**config.mk**
```make
export PLATFORM = sky130hd
export DESIGN_NAME = fce_ram
export DESIGN_NICKNAME = d
export VERILOG_FILES = /design/src/rtl/fce_ram.sv
export SDC_FILE = /design/constraint.sdc
export NUM_CORES = 2
export LEC_CHECK = 0
export BUFFER_PORTS_ARGS = -buffer_cell sky130_fd_sc_hd__buf_2
export CAP_MARGIN = 20
export CORE_MARGIN = 4
export CORE_UTILIZATION = 55
export CTS_BUF_LIST = sky130_fd_sc_hd__clkbuf_4
export DETAILED_ROUTE_END_ITERATION = 16
export PLACE_DENSITY = 0.71
export SETUP_SLACK_MARGIN = 0.1
export SLEW_MARGIN = 20
export SYNTH_ARGS = -nofsm -noshare
export SYNTH_HDL_FRONTEND = slang
export SYNTH_SLANG_ARGS = --single-unit
```
**constraint.sdc**
```tcl
create_clock -name clk -period 2.5 [get_ports clk]
set_input_delay 0.125 -clock clk [delete_from_list [all_inputs] [get_ports clk]]
set_output_delay 0.125 -clock clk [all_outputs]
set_load 0.1 [all_outputs]
```
**src/rtl/fce_ram.sv**
```systemverilog
`timescale 1ns / 1ps
// ----------------------------------------------------------------------------
// fce_ram
// Generic simple dual-port RAM, one write port, one registered read port.
// ----------------------------------------------------------------------------
module fce_ram #(
	parameter int WIDTH = 8,
	parameter int DEPTH = 256
) (
	input  logic                     clk,
	input  logic                     we,
	input  logic [$clog2(DEPTH)-1:0] waddr,
	input  logic [WIDTH-1:0]         wdata,
	input  logic                     re,
	input  logic [$clog2(DEPTH)-1:0] raddr,
	output logic [WIDTH-1:0]         rdata
);

	logic [WIDTH-1:0] mem_q [DEPTH];

	always_ff @(posedge clk) begin
		if (we)
			mem_q[waddr] <= wdata;
		if (re)
			rdata <= mem_q[raddr];
	end

endmodule

```
==> flow_metrics.tcl <==
set metrics [dict create \
    dieArea_sq_mm 0.151 \
    hold_viol_final 0 \
    period_minus_slack_ns 2.44 \
    fin_ws_ns 0.0607 \
    pwr-share-clk_pct 38.0 \
    row_count 139 \
    placed_cells 6111 \
    dp_hpwl_um 127000 \
    grt_pass1_vias 44600 \
    finalSetupViolCount 0 \
    p_int_mw 52.8 \
    slew_viol_final 0 \
    p_sw_mw 15.4 \
    fmax_mhz 410 \
    cts_sinks 2056 \
    tightest_slew_ns 0.701 \
    die_h_um 389 \
    final_layout_size_suffix_gt1_share_pct 38.2 \
    grt_pass1_wl_um 300000 \
    power_frac_comb_pct 6.3 \
    io_pins 35 \
    ys_ff_latch 2056 \
    cts_root_buffer "clkbuf_4" \
    final_common_cell "edfxtp_1" \
    crit_required_ns 3.48 \
    wl_per_cell_um 28.9 \
    cts_buffer_depth 4 \
    gp_congestion 0.891 \
    worstSetupStartpointType "input pin" \
    cp_max_fo 16 \
    drt_iter0_markers 6009 \
    syn_area_sq_mm 0.0796 \
    htreeDepth 5 \
    syn-num-nets 3760 \
    fin_nets 4784 \
    postPlaceCellArea_sq_mm 0.0870 \
    via_per_inst 6.21 \
    grt.busiest_layer "met2" \
    synth_edf_count 2056 \
    seq_power_share_pct 55.7 \
    clk_latency_ns 1.43 \
    cts_tree "yes" \
    clk_pin_slew_worst_paths_ns 0.07 \
    total_power_mw 68.3 \
    start_util_pct 55.4 \
    ant_nets 0 \
    synth_flop_cell "edfxtp_1" \
    io_buffers 34 \
    fin_skew_ns 0.136 \
    status "complete, no violations" \
    yosysSeqAreaShare_pct 77.5 \
    grt_max_degree 95 \
    p_per_area_mw_per_mm2 726 \
    instances_no_fill 7028 \
    ff2ff_path_depth 6 \
    min_period_over_period_pct 97.6 \
    wirelength_um 203000 \
    globalRouteMet2Util_pct 42.0 \
    final_cell_area_sq_mm 0.0941 \
    dr.pass1.iters 7 \
    dieWidth_um 389 \
    num_vias 43700 \
    synth_cell_type_count 54 \
    route.detailed.drc 0 \
    synthCells 3733 \
    cts_setup_buffers 0 \
    holdPathStages 7 \
    area_growth_pct 18.2 \
    fin_setup_tns_ns 0 \
    ys_warn_count 0 \
    syn_area_per_cell_sq_um 21.3 \
    fill_cells 9570 \
    worst-endpoint-arrival_ns 3.42 \
    fp.coreArea_sq_mm 0.144 \
    rsz0062_at_grt "yes" \
    crit_type "input pin to flip-flop" \
    min_path_type "input pin to flip-flop" \
    worst_setup_path_end_kind "flip-flop" \
    cts_buffers 496 \
    ys_async_sr_fraction_pct 0 \
    use_met1_pct 38.4 \
    switching_share_pct 22.6 \
    grt_use_met3_pct 7.42 \
    final_cell_mix "2056 x edfxtp_1, 692 x clkbuf_4, 592 x buf_4" \
    post-place-ws_ns -0.744 \
    vdd_ir_drop_max_v 0.000602 \
    overflow 0 \
    track_usage_pct 27.4 \
    maxCapViolCount 0 \
    slew_headroom_pct 53.2 \
    antenna_found_initial 14 \
    total_leakage_power_nw 31.2 \
]
==> path summary, 6_finish.rpt <==
kind,from,to,slack [ns]
setup / recovery,waddr[5],mem_q[151][1]$_DFFE_PP_,0.06
hold / removal,raddr[1],rdata[7]$_DFFE_PP_,0.14
setup reg to reg,mem_q[71][7]$_DFFE_PP_,rdata[7]$_DFFE_PP_,0.09
hold reg to reg,mem_q[55][4]$_DFFE_PP_,rdata[4]$_DFFE_PP_,1.21
==> worst max-delay path, cell delays in order <==
cell,delay [ns]
buf_2,0.13
dlygate4sd3_1,0.78
nor2b_1,0.39
buf_4,0.21
nand3_1,0.09
dlygate4sd3_1,0.58
buf_4,0.21
nor2_1,0.09
dlygate4sd3_1,0.54
buf_4,0.22
==> Yosys cell counts (10+ instances only) <==
| cell type | number | area, sq um |
|---|---|---|
| nor3_1 | 22 | 110 |
| a221oi_1 | 13 | 114 |
| o21ai_0 | 10 | 50.1 |
| o221ai_1 | 46 | 403 |
| a211oi_1 | 16 | 120 |
| buf_2 | 31 | 155 |
| nand2_1 | 33 | 124 |
| nor2b_1 | 31 | 194 |
| nand3_1 | 34 | 170 |
| buf_4 | 27 | 203 |
| mux4_2 | 454 | 10200 |
| clkbuf_1 | 111 | 417 |
| buf_6 | 21 | 236 |
| o211ai_1 | 10 | 75.1 |
| a22oi_1 | 133 | 998 |
| nor2_1 | 282 | 1060 |
| buf_8 | 13 | 195 |
| buf_1 | 22 | 82.6 |
| edfxtp_1 | 2056 | 61700 |
| mux2i_1 | 134 | 1340 |
| nor4_1 | 24 | 150 |
| o22ai_1 | 28 | 175 |
| nand4_1 | 10 | 62.6 |
| a21oi_1 | 96 | 480 |
==> metrics by stage <==
stage          hold WS [ns]  util, %
3_5_place_dp          0.592     60.5
2_1_floorplan         0.224        -
6_report              0.144     65.5
4_1_cts             0.00768     65.4
3_3_place_gp          0.597     60.5
5_1_grt              0.0611     65.5
==> timing repair <==
item | 4_1_cts | 5_1_grt
cloned | 0 | 0
pin swaps | 9 | 17
endpoints found under the hold margin | 4109 | 378
gates resized for setup | 65 | 32
endpoints found under the setup margin | 16 | 27
hold buffers | 52 | 1
==> state kept, by name, summed over array words and instances, names as in the netlist <==
name / flops
rdata: 8
mem_q: 2048
==> logic make-up (layout without fill, tap and decap cells) <==
kind of cell	count (synthesis)	count (layout)	share of synthesized area, %
DFF	2056	2056	77.5
muxes	591	591	14.6
and+or+nand+nor	466	466	2.63
AOI/OAI and AO/OA	385	385	3.42
buffers and inverters	235	1618	1.83
other	0	9	0
==> area by class of cell <==
cell class,instances,area (sq um),area share [%]
multi-input cells,1442,16900,18.0
diodes,9,22.5,0.0239
well taps,1903,2380,2.53
clock inverters,165,752,0.799
clock buffers,692,5190,5.52
inverters,2,7.51,0.00798
flip-flops and latches,2056,61700,65.6
repair buffers,759,7100,7.55
==> power by group through the flow <==
| stage | sequential (mW) | clock, mW | combinational [mW] |
|---|---|---|---|
| after floorplan | 38.9 | 0 | 1.85 |
| after global placement | 38.8 | 0 | 3.95 |
| after detailed placement | 38.8 | 0 | 4.02 |
| after CTS | 38.0 | 26.5 | 4.25 |
| after global routing | 38.0 | 28.6 | 4.51 |
| final | 38.0 | 25.9 | 4.31 |
==> layer usage <==
layer | part of all wire (%) | vias to the layer above
met3 | 11 | 396
met4 | 3.3 | 2
met5 | 0.0054 | -
li1 | - | 18100
met1 | 38 | 22500
met2 | 48 | 2674
Note: power is estimated with default switching activity, not from simulation.
