==> src/rtl/fce_pkg.sv <==
`timescale 1ns / 1ps
// ----------------------------------------------------------------------------
// fce_pkg
// Shared constants, codes and types of the chain engine.
// ----------------------------------------------------------------------------
package fce_pkg;

	localparam int MAX_BLOCKS = 1024;
	localparam int ADDR_W     = $clog2(MAX_BLOCKS);
	localparam int LINK_W     = ADDR_W;
	localparam int NB_W       = ADDR_W + 1;
	localparam int FB_W       = 9;
	localparam int FB_MAX     = 256;
	localparam int NB_MIN     = 4;

	// link entry codes
	localparam logic [LINK_W-1:0] LINK_FREE = LINK_W'(0);
	localparam logic [LINK_W-1:0] LINK_END  = LINK_W'(1);
	localparam logic [LINK_W-1:0] LINK_BUSY = LINK_W'(2);

	// request kinds
	localparam logic [1:0] KIND_FORMAT = 2'd0;
	localparam logic [1:0] KIND_WALK   = 2'd1;
	localparam logic [1:0] KIND_FREE   = 2'd2;

	// result status
	localparam logic [1:0] STAT_OK       = 2'd0;
	localparam logic [1:0] STAT_NO_FREE  = 2'd1;
	localparam logic [1:0] STAT_PAST_END = 2'd2;
	localparam logic [1:0] STAT_BROKEN   = 2'd3;

	// configuration registers
	localparam int CFG_IDX_W = 1;
	localparam logic [CFG_IDX_W-1:0] REG_NUM_BLOCKS = 1'b0;
	localparam logic [CFG_IDX_W-1:0] REG_FAT_BLOCKS = 1'b1;

	typedef struct packed {
		logic [1:0]        status;
		logic [ADDR_W-1:0] block;
		logic [ADDR_W-1:0] first_block;
		logic [NB_W-1:0]   new_blocks;
	} res_t;

	typedef struct packed {
		logic              we;
		logic [ADDR_W-1:0] waddr;
		logic [LINK_W-1:0] wdata;
		logic              re;
		logic [ADDR_W-1:0] raddr;
	} mem_req_t;

	typedef enum logic [9:0] {
		ST_CLEAR   = 10'b0000000001,
		ST_IDLE    = 10'b0000000010,
		ST_HOP     = 10'b0000000100,
		ST_HOP_EV  = 10'b0000001000,
		ST_SRCH    = 10'b0000010000,
		ST_SRCH_EV = 10'b0000100000,
		ST_LINK    = 10'b0001000000,
		ST_FREE_RD = 10'b0010000000,
		ST_FREE_EV = 10'b0100000000,
		ST_DONE    = 10'b1000000000
	} seq_state_t;

	function automatic logic [NB_W-1:0] sat_blocks(input logic [NB_W-1:0] v);
		logic [NB_W-1:0] r;
		if (v < NB_W'(NB_MIN))
			r = NB_W'(NB_MIN);
		else if (v > NB_W'(MAX_BLOCKS))
			r = NB_W'(MAX_BLOCKS);
		else
			r = v;
		return r;
	endfunction

	function automatic logic [FB_W-1:0] sat_fat(input logic [FB_W-1:0] v);
		logic [FB_W-1:0] r;
		if (v == '0)
			r = FB_W'(1);
		else if (v > FB_W'(FB_MAX))
			r = FB_W'(FB_MAX);
		else
			r = v;
		return r;
	endfunction

endpackage

==> src/rtl/fce_out.sv <==
`timescale 1ns / 1ps
// ----------------------------------------------------------------------------
// fce_out
// Result register that holds one finished result until it is taken.
// ----------------------------------------------------------------------------
module fce_out (
	input  logic          clk,
	input  logic          arst_n,
	input  logic          load,
	input  fce_pkg::res_t res,
	output logic          can_load,
	output logic          out_valid,
	input  logic          out_ready,
	output fce_pkg::res_t data
);

	logic          valid_q;
	fce_pkg::res_t data_q;

	assign can_load  = !valid_q || out_ready;
	assign out_valid = valid_q;
	assign data      = data_q;

	always_ff @(posedge clk or negedge arst_n) begin
		if (!arst_n) begin
			valid_q <= 1'b0;
		end else if (load) begin
			valid_q <= 1'b1;
		end else if (out_ready) begin
			valid_q <= 1'b0;
		end
	end

	always_ff @(posedge clk) begin
		if (load)
			data_q <= res;
	end

endmodule

==> config.mk <==
export PLATFORM = sky130hd
export DESIGN_NAME = fce_out
export DESIGN_NICKNAME = d
export VERILOG_FILES = /design/src/rtl/fce_pkg.sv /design/src/rtl/fce_out.sv
export SDC_FILE = /design/constraint.sdc
export NUM_CORES = 1
export LEC_CHECK = 0
export ABC_AREA = 1
export BUFFER_PORTS_ARGS = -buffer_cell sky130_fd_sc_hd__buf_2
export CORE_MARGIN = 10
export CORE_UTILIZATION = 37
export CTS_BUF_LIST = sky130_fd_sc_hd__clkbuf_4 sky130_fd_sc_hd__clkbuf_8
export DETAILED_ROUTE_END_ITERATION = 16
export PLACE_DENSITY = 0.76
export SLEW_MARGIN = 40
export SYNTH_ARGS = -nofsm -noshare
export SYNTH_HDL_FRONTEND = slang
export SYNTH_SLANG_ARGS = --single-unit
==> constraint.sdc <==
create_clock -name clk -period 0.8 [get_ports clk]
set_input_delay 0.12 -clock clk [delete_from_list [all_inputs] [get_ports clk]]
set_output_delay 0.12 -clock clk [all_outputs]
set_load 0.01 [all_outputs]
==> results of run 1 <==
[worst max-delay path, cell delays in order, from the launching register on]
cell,delay [ps]
dfrtp_1,420
nand2_2,110
buf_6,110
[stage by stage]
stage | cells | hold slack (ps) | util [%]
6_report | 187 | 78.6 | 71.2
5_1_grt | 186 | 77.8 | 71.1
4_1_cts | 185 | 56.7 | 70.2
3_5_place_dp | 142 | -104 | 54.2
3_3_place_gp | 142 | -105 | 54.2
2_1_floorplan | 38 | -176 | -
[path summary, 6_finish.rpt]
| check | depth (start not counted) | from | end |
|---|---|---|---|
| max in group asynchronous | 2 | arst_n | out_valid |
| setup reg to reg | 4 | out_valid | out_valid |
| setup / recovery | 2 | out_valid | can_load |
| hold reg to reg | 4 | out_valid | out_valid |
| min in group clk | 2 | load | data[26] |
| hold / removal | 2 | arst_n | out_valid |
[flip-flops by register name (all words and copies together), names as in the netlist]
| signal | count |
|---|---|
| out_valid | 1 |
| data | 33 |
[area by class of cell]
cell class                      count  area [sq um]
Sequential cell                    34          1020
Fill cell                         180           779
Timing Repair Buffer              109           776
Clock inverter                      3          40.0
Tap cell                           31          38.8
Clock buffer                        5          37.5
Multi-Input combinational cell      2          12.5
Inverter                            2          7.51
Antenna cell                        1          2.50
[cells by family after synthesis]
logic type    share of synthesized area, %
flops                                 98.1
buf+inv                              0.725
simple gates                          1.21
[power by group]
part | leakage (nW) | switching [mW] | total [mW] | internal, mW
clock | 0.0450 | 0.573 | 1.22 | 0.647
combinational | 0.474 | 0.244 | 0.551 | 0.307
sequential | 0.334 | 0.0438 | 2.15 | 2.11
[layer usage]
layer	vias up	global-route usage [%]	share of wire, %
met2	70	22.4	51
met3	12	11.2	13
li1	379	-	-
met5	-	0	0
met4	0	7.81	2.2
met1	401	12.6	34
[synthesized netlist by cell type (all sizes together)]
library cell / instances / area (sq um)
dfrtp: 1 / 25.0
edfxtp: 33 / 991
inv: 2 / 7.51
nand2: 2 / 12.5
[what timing repair did]
action | in CTS | in global routing
setup buffers | 1 | 1
hold buffers | 34 | 0
endpoints found under the hold margin | 34 | 0
endpoints found under the setup margin | 35 | 35
resized for setup | 1 | 6
pin swaps | 1 | 1
==> flow_summary_export.csv, run 1 <==
group,metric,value,unit
cells_and_area,finalInstanceArea,0.00193,sq mm
route,drtIter0Drc,46,
route,antenna_left,0,
timing,fin_ws,-298,ps
hold_path,hold_class,"input pin to asynchronous set/reset pin",
worst_setup_path,r2r_setup_slack,-80,ps
global_route,grt_pass1_vias,1003,
timing,tns,-6620,ps
floorplanning,core_area,0.00271,sq mm
global_route,grt_max_degree,21,
timing,setup_viol,36,
worst_setup_path,endpoint_kind,"output pin",
route,vias_per_cell,4.61,
cells_and_area,drive_gt1_share,54.8,%
global_route,antenna_found_initial,0,
cells_and_area,final_nets,191,
timing,drv_slew,0,
global_route,overflow,0,
logic_synthesis,synth.distinct_cells,4,
cells_and_area,layout_common_cells,"buf_2 (67), dlygate4sd3_1 (34), edfxtp_1 (33)",
floorplanning,start_util,38.2,%
power,total_power,3.92,mW
floorplanning,fp.dieW,72.9,um
route,totalWireLength,3740,um
clock_tree,cts_buffers,5,
timing,period_needed,1100,ps
cells_and_area,areaGrowthSynthToFinish,86.4,%
clock_tree,cts_sinks,34,
floorplanning,fp-row-count,19,
route,drc_errors,0,
cells_and_area,layout_commonest_cell,"buf_2",
clock_tree,clock_latency,330,ps
logic_synthesis,synth_cells,38,
logic_synthesis,syn_area,0.00104,sq mm
global_route,grt_first_pass_wirelength,5440,um
route,wl_per_cell,20.0,um
worst_setup_path,cp.arrival,980,ps
place,gp_congestion,0.680,
worst_setup_path,worstPathRequired,680,ps
clock_tree,clk_path_buf_depth,2,
flow_run,timing.max_cap.violations,0,
logic_synthesis,yosys_warnings,0,
clock_tree,cts_root_buffer,"clkbuf_4",
status,violations,"negative setup slack",
global_route,grtUsageTotal,14.2,%
power,irDropWorstVdd,0.00185,V
timing,rsz0062_at_grt,"true",
place,port_buffers,71,
floorplanning,die_h,72.9,um
worst_setup_path,cp_max_fo,2,
route,drtPass1Iterations,5,
logic_synthesis,ys_seq_area_share,98.1,%
floorplanning,die-area,0.00532,sq mm
timing,fin_crit_sh,137,%
timing,hold_viol,0,
floorplanning,ios,72,
worst_setup_path,crit_type,"flip-flop to output pin",
timing,clock_skew,0,ps
place,place_ws,68.0,ps
logic_synthesis,syn_nets,75,
status,outcome,"finished, violations left",
clock_tree,htree_num_levels,2,
logic_synthesis,synth_seq_cells,34,
clock_tree,clk_pin_slew,100,ps
worst_setup_path,cp-start-kind,"flip-flop",
timing,slew_headroom,91.6,%
timing,worstMarginPinSlew,125,ps
clock_tree,cts_tree,"built",
power,p_per_area,2030,mW/mm^2
route,num_vias,862,
place,place_area,0.00147,sq mm
power,leakage,0.852,nW
logic_synthesis,syn_avg_cell_area,27.3,sq um
timing,fmax,910,MHz
No activity file was read; power rests on OpenSTA's default activity.
==> inputs of run 2 (changes only) <==
--- a/config.mk
+++ b/config.mk
@@ -5,7 +5,6 @@
 export SDC_FILE = /design/constraint.sdc
 export NUM_CORES = 1
 export LEC_CHECK = 0
-export ABC_AREA = 1
 export BUFFER_PORTS_ARGS = -buffer_cell sky130_fd_sc_hd__buf_2
 export CORE_MARGIN = 10
 export CORE_UTILIZATION = 37
==> run 2 against run 1 <==
  * The flow still finishes with violations (negative setup slack)
  * Cell area decreased by 1.7%
  * Largest power group unchanged
  * Clock skew is the same
  * Non-clock buffer count is the same
  * Clock power fell by 19%
  * Sequential share of layout area rose by 0.90 points
  * Critical path depth unchanged
  * Cell count decreased by 1.6%
  * Synthesized cell count down 5.3%
==> flow_summary_export.csv, run 2 <==
group,metric,value,unit
power,leakage,0.830,nW
cells_and_area,areaGrowthSynthToFinish,82.8,%
clock_tree,cts_sinks,34,
cells_and_area,layout_commonest_cell,"buf_2",
route,num_vias,791,
logic_synthesis,ys.flop_type,"edfxtp_1",
cells_and_area,drive_gt1_share,55.6,%
timing,hold_viol,0,
cells_and_area,layout_common_cells,"buf_2 (70), dlygate4sd3_1 (34), edfxtp_1 (33)",
cells_and_area,fillers,188,
place,gp_congestion,0.665,
logic_synthesis,synth_area_leader_cell,"edfxtp_1",
global_route,grt_first_pass_wirelength,5090,um
logic_synthesis,synth.distinct_cells,4,
timing,fin_ws,-294,ps
worst_setup_path,cp-start-kind,"flip-flop",
clock_tree,cts_buffers,5,
worst_setup_path,cp_max_fo,2,
cells_and_area,register_area,0.00102,sq mm
worst_setup_path,slowest_stage,"dfrtp_1",
place,place_area,0.00147,sq mm
logic_synthesis,postSynth.asyncResetShare,2.94,%
logic_synthesis,synth_top_area_share,95.4,%
timing,clock_skew,0,ps
timing,setup_viol,36,
cells_and_area,final_nets,189,
route,drtPass1Iterations,4,
place,dp_cells,140,
worst_setup_path,worstPathRequired,680,ps
floorplanning,fp-row-count,19,
global_route,overflow,0,
place,place_ws,66.4,ps
timing,drv_slew,0,
floorplanning,die-area,0.00533,sq mm
clock_tree,htree_num_levels,2,
logic_synthesis,synth_edf_count,33,
clock_tree,cts_tree,"built",
global_route,grt_pass1_vias,952,
place,port_buffers,71,
route,wl_per_cell,17.7,um
logic_synthesis,synth_seq_cells,34,
global_route,grtUsageTotal,12.9,%
clock_tree,clk_pin_slew,110,ps
worst_setup_path,cpPeakStageDelay,430,ps
route,totalWireLength,3250,um
logic_synthesis,yosysMostFrequentCell,"edfxtp_1",
timing,tns,-6370,ps
floorplanning,start_util,38.3,%
timing,whs,69.5,ps
timing,fmax,914,MHz
logic_synthesis,ys_top_cells_by_area,"edfxtp_1 (95%), dfrtp_1 (2.4%), nand2b_4 (1.3%)",
logic_synthesis,syn_avg_cell_area,28.8,sq um
logic_synthesis,synth_cells,36,
route,vias_per_cell,4.30,
worst_setup_path,crit_type,"flip-flop to output pin",
logic_synthesis,syn_nets,73,
timing,period_needed,1090,ps
clock_tree,clk_path_buf_depth,2,
power,total_power,3.65,mW
route,antenna_left,0,
route,drc_errors,0,
timing,slew_headroom,90.1,%
power,p_per_area,1930,mW/mm^2
cells_and_area,diodes,0,
power,irDropWorstVdd,0.00178,V
logic_synthesis,ys_seq_area_share,97.8,%
floorplanning,fp.dieW,73.0,um
cells_and_area,fin_util,70.0,%
logic_synthesis,synth_common_cells,"edfxtp_1 (33), dfrtp_1 (1), nand2b_2 (1), nand2b_4 (1)",
timing,rsz0062_at_grt,"true",
floorplanning,ios,72,
flow_run,timing.max_cap.violations,0,
route,drtIter0Drc,39,
logic_synthesis,syn_area,0.00104,sq mm
cells_and_area,largest_reg_flops,33,
global_route,grt_max_degree,22,
cells_and_area,final_cells,184,
status,violations,"negative setup slack",
worst_setup_path,cp.arrival,970,ps
cells_and_area,finalInstanceArea,0.00190,sq mm
clock_tree,cts_root_buffer,"clkbuf_4",
cells_and_area,multi_input_area,22.5,sq um
status,outcome,"finished, violations left",
logic_synthesis,yosys_warnings,0,
floorplanning,die_h,73.0,um
hold_path,hold_class,"input pin to asynchronous set/reset pin",
timing,worstMarginPinSlew,148,ps
global_route,antenna_found_initial,0,
timing,fin_crit_sh,137,%
floorplanning,core_area,0.00271,sq mm
worst_setup_path,endpoint_kind,"output pin",
clock_tree,clock_latency,340,ps
worst_setup_path,path_cells,"nand2b_4 -> buf_6",
run 2: changes by cell type after synthesis:
cell,delta
inv_1,-2
nand2_2,-2
nand2b_2,+1
nand2b_4,+1
run 2: logic make-up (layout without fill, tap and decap cells):
family	Yosys count	in the layout	share of synthesized area [%]
flops	34	34	97.8
buf+inv	0	117	0
simple gates	2	2	2.17
run 2: worst max-delay path, delay by kind of cell (launching register included):
family	cells	cell delay [ps]
DFF	1	430
and+or+nand+nor	1	100
buffers and inverters	1	100
run 2: final cells by class:
cell class	instances	share of cell area, %
flip-flops and latches	34	53.5
repair buffers	109	39.9
clock buffers	6	2.70
well taps	31	2.04
multi-input cells	2	1.19
clock inverters	2	0.659
run 2: repair_timing:
item,CTS,global route
resized for setup,1,0
gates cloned,0,0
hold buffers,34,0
endpoints found under the setup margin,35,35
buffers inserted,1,1
pin swaps,0,0
hold endpoints to repair,34,0
run 2: where the power goes:
part,total (mW),internal (mW),switching [mW]
logic,0.525,0.297,0.228
registers,2.14,2.10,0.0349
clock network,0.990,0.422,0.568
total,3.65,2.82,0.831
run 2: worst paths after layout:
kind,start,endpoint,slack [ps],cells past startpoint
max,out_valid,can_load,-290,2
min,arst_n,out_valid,70,2
max reg2reg,out_valid,out_valid,-70,4
min reg2reg,out_valid,out_valid,790,4
max in group asynchronous,arst_n,out_valid,640,2
min in group clk,load,data[8],190,2
run 2: layer usage:
metal | vias to the layer above | share of wire, % | track usage [%]
met2 | 58 | 46 | 18.8
met1 | 353 | 34 | 12.7
met3 | 6 | 18 | 11.4
met4 | 0 | 1.6 | 5.27
met5 | - | 0 | 0
li1 | 374 | - | -
==> inputs of run 3 (changes only) <==
==> constraint.sdc (replaced) <==
create_clock -name clk -period 0.9 [get_ports clk]
set_input_delay 0.135 -clock clk [delete_from_list [all_inputs] [get_ports clk]]
set_output_delay 0.135 -clock clk [all_outputs]
set_load 0.01 [all_outputs]
==> run 3 against run 2 <==
  * The flow still finishes with violations (negative setup slack)
  * Largest power group unchanged
  * Clock power fell by 21%
  * Highest routed layer unchanged
  * Wire length down 5.0%
  * Critical path type unchanged
  * Non-clock buffer count decreased by 1
==> flow_summary_export.csv, run 3 (synthesized netlist as in run 2, its figures left out) <==
group,metric,value,unit
place,port_buffers,71,
worst_setup_path,crit_type,"flip-flop to output pin",
timing,worstMarginPinSlew,133,ps
timing,fin_crit_sh,119,%
clock_tree,htree_num_levels,2,
worst_setup_path,cp.arrival,930,ps
cells_and_area,drive_gt1_share,54.6,%
place,place_area,0.00147,sq mm
cells_and_area,final_nets,188,
clock_tree,clk_pin_slew,100,ps
route,drtPass1Iterations,4,
timing,clock_skew,0,ps
timing,setup_viol,35,
floorplanning,fp-row-count,19,
cells_and_area,diodes,0,
timing,whs,99.5,ps
clock_tree,clock_latency,320,ps
status,outcome,"finished, violations left",
cells_and_area,layout_commonest_cell,"buf_2",
timing,slew_headroom,91.1,%
power,irDropWorstVdd,0.00134,V
route,drtIter0Drc,24,
floorplanning,ios,72,
clock_tree,cts_root_buffer,"clkbuf_4",
floorplanning,die_h,73.0,um
timing,rsz0062_at_grt,"true",
worst_setup_path,slowest_stage,"dfrtp_1",
worst_setup_path,cp_num_buf_inv,1,
worst_setup_path,r2r_setup_slack,140,ps
global_route,antenna_found_initial,0,
hold_path,hold_class,"input pin to asynchronous set/reset pin",
worst_setup_path,cp_top_family,"flip-flops",
cells_and_area,areaGrowthSynthToFinish,81.1,%
clock_tree,cts_sinks,34,
timing,fmax,936,MHz
global_route,grt_pass1_vias,912,
route,antenna_left,0,
worst_setup_path,worstPathRequired,760,ps
route,drc_errors,0,
worst_setup_path,cp-start-kind,"flip-flop",
clock_tree,clk_path_buf_depth,2,
timing,period_needed,1070,ps
floorplanning,start_util,38.3,%
cells_and_area,largest_reg_flops,33,
route,vias_per_cell,4.10,
timing,drv_slew,0,
route,totalWireLength,3090,um
global_route,grt_max_degree,22,
power,leakage,0.825,nW
cells_and_area,finalInstanceArea,0.00188,sq mm
timing,fin_ws,-168,ps
route,wl_per_cell,16.9,um
status,violations,"negative setup slack",
cells_and_area,fin_util,69.4,%
global_route,grtUsageTotal,12.5,%
worst_setup_path,endpoint_kind,"output pin",
route,num_vias,750,
worst_setup_path,cp_max_fo,2,
worst_setup_path,cpPeakStageDelay,420,ps
timing,hold_viol,0,
global_route,grt_first_pass_wirelength,4900,um
flow_run,timing.max_cap.violations,0,
cells_and_area,layout_common_cells,"buf_2 (70), dlygate4sd3_1 (34), edfxtp_1 (33)",
floorplanning,fp.dieW,73.0,um
power,p_per_area,1670,mW/mm^2
clock_tree,cts_buffers,5,
worst_setup_path,path_cells,"nand2b_4 -> buf_6",
floorplanning,core_area,0.00271,sq mm
clock_tree,cts_tree,"built",
place,gp_congestion,0.665,
floorplanning,die-area,0.00533,sq mm
global_route,overflow,0,
-- run 3: final cells by class --
type	instances	area [sq um]
clock buffers	6	45.0
clock inverters	2	8.76
fillers	195	830
multi-input cells	2	22.5
flip-flops and latches	34	1020
well taps	31	38.8
repair buffers	108	749
-- run 3: what timing repair did --
item / 4_1_cts / 5_1_grt
endpoints found under the hold margin: 34 / 0
gates resized for setup: 1 / 0
hold buffers: 34 / 0
setup endpoints to repair: 35 / 35
buffers inserted: 1 / 0
-- run 3: where the power goes --
part           internal, mW  switching, mW  total, mW
logic                 0.261          0.197      0.458
registers              1.87         0.0316       1.90
clock network         0.323          0.462      0.785
total                  2.45          0.690       3.15
-- run 3: worst register-to-register path, stage by stage (launching register included) --
cell,delay [ps]
dfrtp_1,420
nand2b_4,90
buf_4,100
nand2b_2,40
-- run 3: final timing paths --
path | endpoint | cells after the start | start
worst max-delay path | can_load | 2 | out_valid
worst min-delay path | out_valid | 2 | arst_n
worst max register to register | out_valid | 3 | out_valid
worst min register to register | out_valid | 3 | out_valid
max in group asynchronous | out_valid | 2 | arst_n
min in group clk | out_valid | 4 | out_ready
-- run 3: metrics by stage --
| step | setup WS, ps | power, mW | setup TNS, ps | instances |
|---|---|---|---|---|
| 5_1_grt | -214 | 3.28 | -4470 | 183 |
| 3_3_place_gp | 157 | 2.26 | 0 | 140 |
| 2_1_floorplan | 211 | 2.02 | 0 | 36 |
| 3_5_place_dp | 135 | 2.27 | 0 | 140 |
| 6_report | -168 | 3.15 | -2690 | 183 |
| 4_1_cts | -184 | 3.17 | -3330 | 183 |
-- run 3: routing by layer --
metal / part of all wire (%) / track usage, %
met2: 45 / 17.4
met3: 17 / 11.4
met4: 0.97 / 4.43
met5: 0 / 0
met1: 37 / 13.1
