<file path="src/rtl/fce_pkg.sv">
`timescale 1ns / 1ps
// ----------------------------------------------------------------------------
// fce_pkg
// Shared constants, codes and types of the chain engine.
// ----------------------------------------------------------------------------
package fce_pkg;

	localparam int MAX_BLOCKS = 1024;
	localparam int ADDR_W     = $clog2(MAX_BLOCKS);
	localparam int LINK_W     = ADDR_W;
	localparam int NB_W       = ADDR_W + 1;
	localparam int FB_W       = 9;
	localparam int FB_MAX     = 256;
	localparam int NB_MIN     = 4;

	// link entry codes
	localparam logic [LINK_W-1:0] LINK_FREE = LINK_W'(0);
	localparam logic [LINK_W-1:0] LINK_END  = LINK_W'(1);
	localparam logic [LINK_W-1:0] LINK_BUSY = LINK_W'(2);

	// request kinds
	localparam logic [1:0] KIND_FORMAT = 2'd0;
	localparam logic [1:0] KIND_WALK   = 2'd1;
	localparam logic [1:0] KIND_FREE   = 2'd2;

	// result status
	localparam logic [1:0] STAT_OK       = 2'd0;
	localparam logic [1:0] STAT_NO_FREE  = 2'd1;
	localparam logic [1:0] STAT_PAST_END = 2'd2;
	localparam logic [1:0] STAT_BROKEN   = 2'd3;

	// configuration registers
	localparam int CFG_IDX_W = 1;
	localparam logic [CFG_IDX_W-1:0] REG_NUM_BLOCKS = 1'b0;
	localparam logic [CFG_IDX_W-1:0] REG_FAT_BLOCKS = 1'b1;

	typedef struct packed {
		logic [1:0]        status;
		logic [ADDR_W-1:0] block;
		logic [ADDR_W-1:0] first_block;
		logic [NB_W-1:0]   new_blocks;
	} res_t;

	typedef struct packed {
		logic              we;
		logic [ADDR_W-1:0] waddr;
		logic [LINK_W-1:0] wdata;
		logic              re;
		logic [ADDR_W-1:0] raddr;
	} mem_req_t;

	typedef enum logic [9:0] {
		ST_CLEAR   = 10'b0000000001,
		ST_IDLE    = 10'b0000000010,
		ST_HOP     = 10'b0000000100,
		ST_HOP_EV  = 10'b0000001000,
		ST_SRCH    = 10'b0000010000,
		ST_SRCH_EV = 10'b0000100000,
		ST_LINK    = 10'b0001000000,
		ST_FREE_RD = 10'b0010000000,
		ST_FREE_EV = 10'b0100000000,
		ST_DONE    = 10'b1000000000
	} seq_state_t;

	function automatic logic [NB_W-1:0] sat_blocks(input logic [NB_W-1:0] v);
		logic [NB_W-1:0] r;
		if (v < NB_W'(NB_MIN))
			r = NB_W'(NB_MIN);
		else if (v > NB_W'(MAX_BLOCKS))
			r = NB_W'(MAX_BLOCKS);
		else
			r = v;
		return r;
	endfunction

	function automatic logic [FB_W-1:0] sat_fat(input logic [FB_W-1:0] v);
		logic [FB_W-1:0] r;
		if (v == '0)
			r = FB_W'(1);
		else if (v > FB_W'(FB_MAX))
			r = FB_W'(FB_MAX);
		else
			r = v;
		return r;
	endfunction

endpackage

</file>
<file path="src/rtl/fce_seq.sv">
`timescale 1ns / 1ps
// ----------------------------------------------------------------------------
// fce_seq
// Request sequencer: table sweeps, chain walks, free-block search and chain
// release, all as read and write steps on the link table memory.
// ----------------------------------------------------------------------------
module fce_seq (
	input  logic                          clk,
	input  logic                          arst_n,
	input  logic [fce_pkg::NB_W-1:0]      n_q,
	input  logic [fce_pkg::FB_W-1:0]      fb_q,
	input  logic                          in_valid,
	output logic                          in_ready,
	input  logic [1:0]                    kind,
	input  logic                          has_start,
	input  logic [fce_pkg::ADDR_W-1:0]    start_block,
	input  logic [fce_pkg::ADDR_W-1:0]    hop_count,
	input  logic                          extend,
	output fce_pkg::mem_req_t             mem_req,
	input  logic [fce_pkg::LINK_W-1:0]    mem_rdata,
	output logic                          res_load,
	output fce_pkg::res_t                 res,
	input  logic                          res_can_load
);

	fce_pkg::seq_state_t state_q;

	logic [fce_pkg::ADDR_W-1:0] clr_q;
	logic                       fmt_q;
	logic [fce_pkg::NB_W-1:0]   lo_q;

	logic [fce_pkg::ADDR_W-1:0] b_q;
	logic [fce_pkg::ADDR_W-1:0] first_q;
	logic [fce_pkg::NB_W-1:0]   cnt_q;
	logic [fce_pkg::ADDR_W-1:0] hops_q;
	logic [fce_pkg::NB_W-1:0]   s_q;
	logic [fce_pkg::NB_W-1:0]   i_q;
	logic [1:0]                 st_q;
	logic                       ext_q;
	logic                       pend_first_q;

	logic acc;
	logic empty_in;
	logic has_chain;
	logic nx_end;
	logic nx_bad;
	logic s_out;
	logic s_free;
	logic hops_zero;
	logic clr_last;
	logic i_last;
	logic fmt_busy;

	assign in_ready  = (state_q == fce_pkg::ST_IDLE);
	assign acc       = in_valid && in_ready;
	assign empty_in  = !has_start || ({1'b0, start_block} >= n_q);
	assign has_chain = ((kind == fce_pkg::KIND_WALK) || (kind == fce_pkg::KIND_FREE)) && !empty_in;
	assign nx_end    = (mem_rdata == fce_pkg::LINK_END);
	assign nx_bad    = ({1'b0, mem_rdata} >= n_q);
	assign s_out     = (s_q >= n_q);
	assign s_free    = (mem_rdata == fce_pkg::LINK_FREE);
	assign hops_zero = (hops_q == '0);
	assign clr_last  = (clr_q == '1);
	assign i_last    = (i_q == n_q);
	// blocks 0, 1 and the table blocks that fit on the disk
	assign fmt_busy  = ({1'b0, clr_q} < fce_pkg::NB_W'(2)) ||
		(({1'b0, clr_q} < ({2'b0, fb_q} + fce_pkg::NB_W'(2))) && ({1'b0, clr_q} < n_q));

	assign res_load = (state_q == fce_pkg::ST_DONE) && res_can_load;
	assign res      = '{status: st_q, block: b_q, first_block: first_q, new_blocks: cnt_q};

	always_comb begin
		mem_req = '0;
		unique case (state_q)
			fce_pkg::ST_CLEAR: begin
				mem_req.we    = 1'b1;
				mem_req.waddr = clr_q;
				mem_req.wdata = (fmt_q && fmt_busy) ? fce_pkg::LINK_BUSY : fce_pkg::LINK_FREE;
			end
			fce_pkg::ST_HOP: begin
				mem_req.re    = !hops_zero;
				mem_req.raddr = b_q;
			end
			fce_pkg::ST_SRCH: begin
				mem_req.re    = !s_out;
				mem_req.raddr = s_q[fce_pkg::ADDR_W-1:0];
			end
			fce_pkg::ST_SRCH_EV: begin
				mem_req.we    = s_free;
				mem_req.waddr = s_q[fce_pkg::ADDR_W-1:0];
				mem_req.wdata = fce_pkg::LINK_END;
			end
			fce_pkg::ST_LINK: begin
				mem_req.we    = 1'b1;
				mem_req.waddr = b_q;
				mem_req.wdata = s_q[fce_pkg::ADDR_W-1:0];
			end
			fce_pkg::ST_FREE_RD: begin
				mem_req.re    = 1'b1;
				mem_req.raddr = b_q;
			end
			fce_pkg::ST_FREE_EV: begin
				mem_req.we    = 1'b1;
				mem_req.waddr = b_q;
				mem_req.wdata = fce_pkg::LINK_FREE;
			end
			default: begin
				mem_req = '0;
			end
		endcase
	end

	// control state; lo_q is a low-water mark: every entry below it is in use
	always_ff @(posedge clk or negedge arst_n) begin
		if (!arst_n) begin
			state_q <= fce_pkg::ST_CLEAR;
			clr_q   <= '0;
			fmt_q   <= 1'b0;
			lo_q    <= '0;
		end else begin
			unique case (state_q)
				fce_pkg::ST_CLEAR: begin
					clr_q <= clr_q + fce_pkg::ADDR_W'(1);
					if (clr_last) begin
						lo_q    <= '0;
						state_q <= fmt_q ? fce_pkg::ST_DONE : fce_pkg::ST_IDLE;
					end
				end
				fce_pkg::ST_IDLE: begin
					if (acc) begin
						priority if (kind == fce_pkg::KIND_FORMAT) begin
							fmt_q   <= 1'b1;
							clr_q   <= '0;
							state_q <= fce_pkg::ST_CLEAR;
						end else if (kind == fce_pkg::KIND_WALK) begin
							if (!empty_in)
								state_q <= fce_pkg::ST_HOP;
							else
								state_q <= extend ? fce_pkg::ST_SRCH : fce_pkg::ST_DONE;
						end else if (kind == fce_pkg::KIND_FREE) begin
							state_q <= empty_in ? fce_pkg::ST_DONE : fce_pkg::ST_FREE_RD;
						end else begin
							state_q <= fce_pkg::ST_DONE;
						end
					end
				end
				fce_pkg::ST_HOP: begin
					state_q <= hops_zero ? fce_pkg::ST_DONE : fce_pkg::ST_HOP_EV;
				end
				fce_pkg::ST_HOP_EV: begin
					if (nx_end)
						state_q <= ext_q ? fce_pkg::ST_SRCH : fce_pkg::ST_DONE;
					else if (nx_bad)
						state_q <= fce_pkg::ST_DONE;
					else
						state_q <= fce_pkg::ST_HOP;
				end
				fce_pkg::ST_SRCH: begin
					state_q <= s_out ? fce_pkg::ST_DONE : fce_pkg::ST_SRCH_EV;
				end
				fce_pkg::ST_SRCH_EV: begin
					if (s_free) begin
						lo_q    <= s_q + fce_pkg::NB_W'(1);
						state_q <= pend_first_q ? fce_pkg::ST_HOP : fce_pkg::ST_LINK;
					end else begin
						state_q <= fce_pkg::ST_SRCH;
					end
				end
				fce_pkg::ST_LINK: begin
					state_q <= fce_pkg::ST_HOP;
				end
				fce_pkg::ST_FREE_RD: begin
					state_q <= fce_pkg::ST_FREE_EV;
				end
				fce_pkg::ST_FREE_EV: begin
					if ({1'b0, b_q} < lo_q)
						lo_q <= {1'b0, b_q};
					if (nx_end || nx_bad || (mem_rdata == b_q) || i_last)
						state_q <= fce_pkg::ST_DONE;
					else
						state_q <= fce_pkg::ST_FREE_RD;
				end
				fce_pkg::ST_DONE: begin
					if (res_can_load)
						state_q <= fce_pkg::ST_IDLE;
				end
				default: begin
					state_q <= fce_pkg::ST_IDLE;
				end
			endcase
		end
	end

	// request working registers
	always_ff @(posedge clk) begin
		unique case (state_q)
			fce_pkg::ST_IDLE: begin
				if (acc) begin
					ext_q        <= extend;
					hops_q       <= hop_count;
					b_q          <= has_chain ? start_block : '0;
					first_q      <= has_chain ? start_block : '0;
					cnt_q        <= '0;
					i_q          <= '0;
					s_q          <= lo_q;
					pend_first_q <= 1'b1;
					if ((kind == fce_pkg::KIND_WALK) && empty_in && !extend)
						st_q <= fce_pkg::STAT_PAST_END;
					else
						st_q <= fce_pkg::STAT_OK;
				end
			end
			fce_pkg::ST_HOP_EV: begin
				if (nx_end) begin
					if (!ext_q)
						st_q <= fce_pkg::STAT_PAST_END;
					s_q          <= lo_q;
					pend_first_q <= 1'b0;
				end else if (nx_bad) begin
					st_q <= fce_pkg::STAT_BROKEN;
				end else begin
					b_q    <= mem_rdata;
					hops_q <= hops_q - fce_pkg::ADDR_W'(1);
				end
			end
			fce_pkg::ST_SRCH: begin
				if (s_out)
					st_q <= fce_pkg::STAT_NO_FREE;
			end
			fce_pkg::ST_SRCH_EV: begin
				if (s_free) begin
					if (pend_first_q) begin
						b_q     <= s_q[fce_pkg::ADDR_W-1:0];
						first_q <= s_q[fce_pkg::ADDR_W-1:0];
						cnt_q   <= fce_pkg::NB_W'(1);
					end
				end else begin
					s_q <= s_q + fce_pkg::NB_W'(1);
				end
			end
			fce_pkg::ST_LINK: begin
				b_q    <= s_q[fce_pkg::ADDR_W-1:0];
				cnt_q  <= cnt_q + fce_pkg::NB_W'(1);
				hops_q <= hops_q - fce_pkg::ADDR_W'(1);
			end
			fce_pkg::ST_FREE_EV: begin
				if (nx_end) begin
					st_q <= fce_pkg::STAT_OK;
				end else if (nx_bad || (mem_rdata == b_q)) begin
					st_q <= fce_pkg::STAT_BROKEN;
				end else begin
					b_q <= mem_rdata;
					i_q <= i_q + fce_pkg::NB_W'(1);
				end
			end
			default: begin
			end
		endcase
	end

endmodule

</file>
<file path="config.mk">
export PLATFORM = sky130hd
export DESIGN_NAME = fce_seq
export DESIGN_NICKNAME = d
export VERILOG_FILES = /design/src/rtl/fce_pkg.sv /design/src/rtl/fce_seq.sv
export SDC_FILE = /design/constraint.sdc
export NUM_CORES = 1
export LEC_CHECK = 0
export BUFFER_PORTS_ARGS = -buffer_cell sky130_fd_sc_hd__clkbuf_2
export CAP_MARGIN = 15
export CORE_UTILIZATION = 55
export DETAILED_ROUTE_END_ITERATION = 6
export GPL_ROUTABILITY_DRIVEN = 0
export PLACE_DENSITY = 0.77
export SLEW_MARGIN = 10
export SYNTH_ARGS = -nofsm -noshare
export SYNTH_HDL_FRONTEND = slang
export SYNTH_SLANG_ARGS = --single-unit
</file>
<file path="constraint.sdc">
create_clock -name clk -period 4.6 [get_ports clk]
set_input_delay 0.46 -clock clk [delete_from_list [all_inputs] [get_ports clk]]
set_output_delay 0.46 -clock clk [all_outputs]
set_load 0.1 [all_outputs]
</file>
==> results.tsv, run 1 <==
stage	metric	value	unit
routing	drt_iter0_drc	896	
sta	setup_tns	0	ns
clock_tree	clkLatencyLatePin	0.36	ns
flow_run	max_cap_viol_count	0	
routing	vias_per_cell	6.30	
clock_tree	clock_sinks	99	
sta	finalMaxSlewViolations	0	
sta	hold_viol	0	
yosys	syn-instance-count	779	
power	power.leakage	3.74	nW
global_route	grt_max_degree	33	
sta	fin_crit	3.86	ns
final_layout	diodes	0	
yosys	synth-seq-area-share	38.7	%
yosys	syn_nets	904	
final_layout	final-seq-area	2810	um2
placed_design	place_inst	1047	
power	total_power	0.00515	W
power	power.density	619	nW/um2
worst_setup_path	crit_fanout	17	
final_layout	final_common_cell	clkbuf_2	
sta	rsz0062_at_grt	no	
final_layout	layout_common_cells	clkbuf_2, nand2_1, ha_1, edfxtp_1, nor2_1	
min_path	hp-class	input port to async pin	
final_layout	drive_above_1_share	18.0	%
clock_tree	hold_buffers	0	
worst_setup_path	worstSetupStartpointType	flip-flop	
worst_setup_path	crit_type	flip-flop to primary output	
die	fp.dieH	117	um
yosys	synth_area	7280	um2
power	ir_drop	0.278	mV
global_route	grt_pass1_wl	33000	um
final_layout	final_util	65.1	%
placed_design	portBuffers	124	
final_layout	fillers	1028	
die	fp.dieArea	13700	um2
clock_tree	post_cts_buffers	0	
routing	routed_wl	21100	um
routing	dr.pass1.iters	6	
final_layout	area_growth	14.3	%
worst_setup_path	required	4.14	ns
clock_tree	htreeDepth	3	
run_status	run_status	finished clean	
sta	setup_violations	0	
yosys	async_flop_share	32.3	%
clock_tree	cts_tree	yes	
routing	vias	6704	
final_layout	nets	1012	
global_route	antenna_found_initial	0	
worst_setup_path	arrival	3.40	ns
die	die_w	117	um
clock_tree	post_cts_resized	0	
die	rows	41	
yosys	synth_edf_count	67	
clock_tree	cts_max_path_buffers	2	
sta	fmax	0.259	GHz
routing	drt-wirelength-per-cell	19.9	um
global_route	grt.overflow.total	0	
final_layout	multi_input_area	4160	um2
yosys	syn_avg_cell_area	9.34	um2
sta	maxSlewHeadroom	28.7	%
routing	antenna_left	0	
die	boundaryPins	125	
global_route	grt_usage	32.4	%
clock_tree	clk_pin_slew_worst_paths	0.07	ns
clock_tree	cts_made_buffers	9	
worst_setup_path	endpoint_kind	primary output	
sta	fin_crit_sh	84.0	%
die	placeableCoreArea	12800	um2
die	start_util	57.0	%
sta	timing.hold.ws	0.200	ns
worst_setup_path	rr_worst_depth	6	
yosys	synth_seq_cells	99	
final_layout	fin_cells	1064	
sta	skew	0.00706	ns
routing	drc_errors	0	
yosys	ys.flop_type	edfxtp_1	
yosys	ys.warnings.count	0	
placed_design	hpwl	15900	um
clock_tree	clockRootBuffer	clkbuf_16	
sta	max_slew.worst_pin.slew	1.06	ns
global_route	first_global_vias	6265	
yosys	synth.distinct_cells	67	
==> logic make-up after synthesis <==
kind of cell | share of synthesized area (%)
and+or+nand+nor | 19.9
AOI/OAI and AO/OA | 16.0
DFF | 38.7
buffers and inverters | 4.33
adders and majority gates | 11.5
xor gates and xnor gates | 7.94
muxes | 1.60
==> cell usage after synthesis (14+ instances only) <==
cell | instances | area share (%)
xor2_1 | 44 | 5.3
nor2_1 | 65 | 3.4
xnor2_1 | 22 | 2.6
edfxtp_1 | 67 | 28
clkbuf_1 | 35 | 1.8
nand3_1 | 27 | 1.9
inv_1 | 41 | 2.1
a21o_1 | 19 | 2.0
nand4_1 | 14 | 1.2
nand2_1 | 76 | 3.9
ha_1 | 67 | 12
a21oi_1 | 28 | 1.9
dfrtp_1 | 31 | 11
nor3_1 | 15 | 1.0
o21ai_0 | 52 | 3.6
==> through the flow <==
stage / cell area [um2] / worst slack, ns
CTS: 8310 / 0.780
floorplan: 7280 / 0.564
detailed placement: 8040 / 1.06
finish: 8320 / 0.738
global placement: 8040 / 1.23
global route: 8320 / 0.551
==> where the power goes <==
group          internal, W  switching [W]  total, W
logic             0.000644        0.00184   0.00249
clock network     0.000373       0.000342  0.000715
registers          0.00137       0.000575   0.00194
total              0.00239        0.00276   0.00515
==> critical path, cell delays in order, from the launching register on <==
cell and delay (ns):
dfrtp_1 0.44, nor4_4 0.46, nand3_2 0.15, or3b_1 0.72
nand2_1 0.47, a222oi_1 0.22, inv_1 0.12, clkbuf_2 0.46
==> final timing paths <==
| kind | startpoint | end | slack, ns |
|---|---|---|---|
| min | arst_n | lo_q[7]$_DFFE_PN0P_ | 0.20 |
| min reg2reg | pend_first_q$_DFFE_PP_ | state_q[6]$_DFFE_PN0P_ | 0.51 |
| min in group clk | res_can_load | state_q[9]$_DFFE_PN0P_ | 0.33 |
| max reg2reg | state_q[6]$_DFFE_PN0P_ | b_q[7]$_DFFE_PP_ | 1.03 |
| max in group asynchronous | arst_n | clr_q[2]$_DFFE_PN0P_ | 3.87 |
| max | state_q[6]$_DFFE_PN0P_ | mem_req[25] | 0.74 |
==> layout make-up <==
type / instances / share of cell area, %
multi-input cells: 600 / 50.0
flip-flops and latches: 99 / 33.8
repair buffers: 135 / 8.45
clock buffers: 12 / 2.84
well taps: 172 / 2.59
inverters: 42 / 1.90
clock inverters: 4 / 0.406
==> flip-flops by register name, indices dropped and copies added, names as in the netlist <==
signal and flops:
ext_q 1, first_q 10, st_q 2, state_q 10, cnt_q 11, lo_q 11, fmt_q 1, hops_q 10
pend_first_q 1, b_q 10, clr_q 10, s_q 11, i_q 11
==> per-layer routing <==
metal  vias to the layer above  global-route usage (%)  wire [um]
li1                       3077                       -          -
met1                      3105                    41.1       8270
met2                       437                    52.5       9690
met3                        85                    6.80       2270
met4                         0                    16.7        896
met5                         -                       0          0
(Power assumes the default switching activity.)
==> run 2: changes to the inputs <==
CORE_UTILIZATION = 52   (was 55)
clock period = 3.4 ns   (was 4.6 ns; I/O delays follow)
==> results.tsv, run 2 (synthesis results as in run 1) <==
stage	metric	value	unit
run_status	run_status	finished clean	
sta	hold_viol	0	
die	placeableCoreArea	13500	um2
global_route	grt.overflow.total	0	
worst_setup_path	rr_worst_depth	7	
placed_design	hpwl	15800	um
sta	maxSlewHeadroom	44.4	%
clock_tree	cts_made_buffers	9	
power	ir_drop	0.409	mV
worst_setup_path	endpoint_kind	primary output	
clock_tree	clk_pin_slew_worst_paths	0.07	ns
global_route	grt_pass1_wl	32600	um
sta	fin_crit	3.21	ns
final_layout	fillers	1160	
worst_setup_path	max_stage_delay	0.59	ns
final_layout	final_common_cell	clkbuf_2	
die	rows	42	
worst_setup_path	worst_path_most_repeated_cell	nand2_1	
clock_tree	post_cts_buffers	0	
routing	vias_per_cell	6.15	
worst_setup_path	crit_type	flip-flop to primary output	
worst_setup_path	path_cells	nor3_1 > nand2_1 > nor4_1 > nand2_1 > o21ai_0 > nor4b_1 > a2bb2oi_2 > buf_12	
die	fp.dieH	120	um
die	start_util	54.1	%
worst_setup_path	crit_path_start	state_q[7]$_DFFE_PN0P_	
clock_tree	htreeDepth	3	
sta	setup_violations	0	
clock_tree	clock_sinks	99	
worst_setup_path	path_buf_inv	1	
sta	rsz0062_at_grt	no	
routing	routed_wl	20700	um
worst_setup_path	required	3.06	ns
clock_tree	cts_tree	yes	
sta	finalMaxSlewViolations	0	
sta	skew	0.0114	ns
global_route	grt_max_degree	38	
clock_tree	post_cts_resized	0	
final_layout	design_area	8670	um2
clock_tree	clkLatencyLatePin	0.36	ns
routing	drt_iter0_drc	817	
die	fp.dieArea	14500	um2
min_path	hp-class	input port to async pin	
worst_setup_path	r2r_slack	0.44	ns
routing	antenna_left	0	
power	power.leakage	3.89	nW
worst_setup_path	cp-endpoint	mem_req[12]	
final_layout	area_growth	19.1	%
sta	setup_tns	0	ns
clock_tree	cts_max_path_buffers	2	
sta	fmax	0.311	GHz
sta	fin_crit_sh	94.5	%
worst_setup_path	slowest_stage	nor4_1	
clock_tree	clockRootBuffer	clkbuf_16	
final_layout	diodes	0	
final_layout	nets	1029	
worst_setup_path	arrival	2.87	ns
worst_setup_path	crit_cells	8	
routing	drc_errors	0	
sta	timing.hold.ws	0.0673	ns
global_route	grt_usage	29.4	%
die	boundaryPins	125	
worst_setup_path	worstSetupStartpointType	flip-flop	
routing	vias	6668	
placed_design	portBuffers	124	
worst_setup_path	r2r_start	b_q[3]$_DFFE_PP_	
die	die_w	120	um
final_layout	drive_above_1_share	19.9	%
flow_run	max_cap_viol_count	0	
power	power.density	828	nW/um2
routing	drt-wirelength-per-cell	19.0	um
worst_setup_path	worstReg2RegEnd	st_q[1]$_DFFE_PP_	
worst_setup_path	cpLargestDelayFamily	simple AND/OR/NAND/NOR gates	
clock_tree	hold_buffers	0	
routing	dr.pass1.iters	7	
sta	max_slew.worst_pin.slew	0.834	ns
final_layout	layout_common_cells	clkbuf_2, nand2_1, ha_1, edfxtp_1, nor2_1	
placed_design	dpl_cell_area	8350	um2
global_route	antenna_found_initial	0	
global_route	first_global_vias	6173	
worst_setup_path	crit_fanout	6	
[run 2: changes by cell type in the layout (fill, tap and decap cells not counted), moves of 2 or more]
cell / delta
buf_4: +28
clkbuf_2: -20
buf_12: +9
bufinv_16: +2
clkbuf_1: -2
[run 2: through the flow]
stage	worst slack, ns	util, %	cells	power, W
after global placement	0.451	62.1	1069	0.00598
after CTS	0.145	64.4	1085	0.00715
after floorplan	0.241	-	779	0.00503
final	0.188	64.4	1085	0.00718
after global routing	0.00989	64.4	1085	0.00751
after detailed placement	0.526	62.1	1069	0.00603
[run 2: final cells by class]
type                    instances  area (um2)  share of cell area [%]
well taps                     176         220                    2.54
multi-input cells             600        4170                    48.1
flip-flops and latches         99        2810                    32.5
inverters                      42         158                    1.82
clock inverters                 6        87.6                    1.01
repair buffers                152         993                    11.5
clock buffers                  10         229                    2.64
[run 2: worst min-delay path by stage]
stage	end	slack (ns)
3_5_place_dp	lo_q[3]$_DFFE_PN0P_	0.48
6_report	lo_q[1]$_DFFE_PN0P_	0.07
3_3_place_gp	lo_q[2]$_DFFE_PN0P_	0.47
4_1_cts	lo_q[3]$_DFFE_PN0P_	0.09
5_1_grt	lo_q[1]$_DFFE_PN0P_	0.14
2_1_floorplan	clr_q[0]$_DFFE_PN0P_	0.04
[run 2: routing by layer]
layer	part of all wire [%]	GRT usage, %	wire length (um)	up-vias
li1	-	-	-	3105
met1	41	40.4	8490	3130
met2	45	45.7	9370	375
met3	10	5.05	2110	58
met4	3.4	12.1	699	0
met5	0	0	0	-
[run 2: report_power, final]
part           leakage, nW  internal, W  switching (W)
Sequential            1.08      0.00185       0.000568
Combinational         2.66     0.000984        0.00267
Clock                0.152     0.000647       0.000468
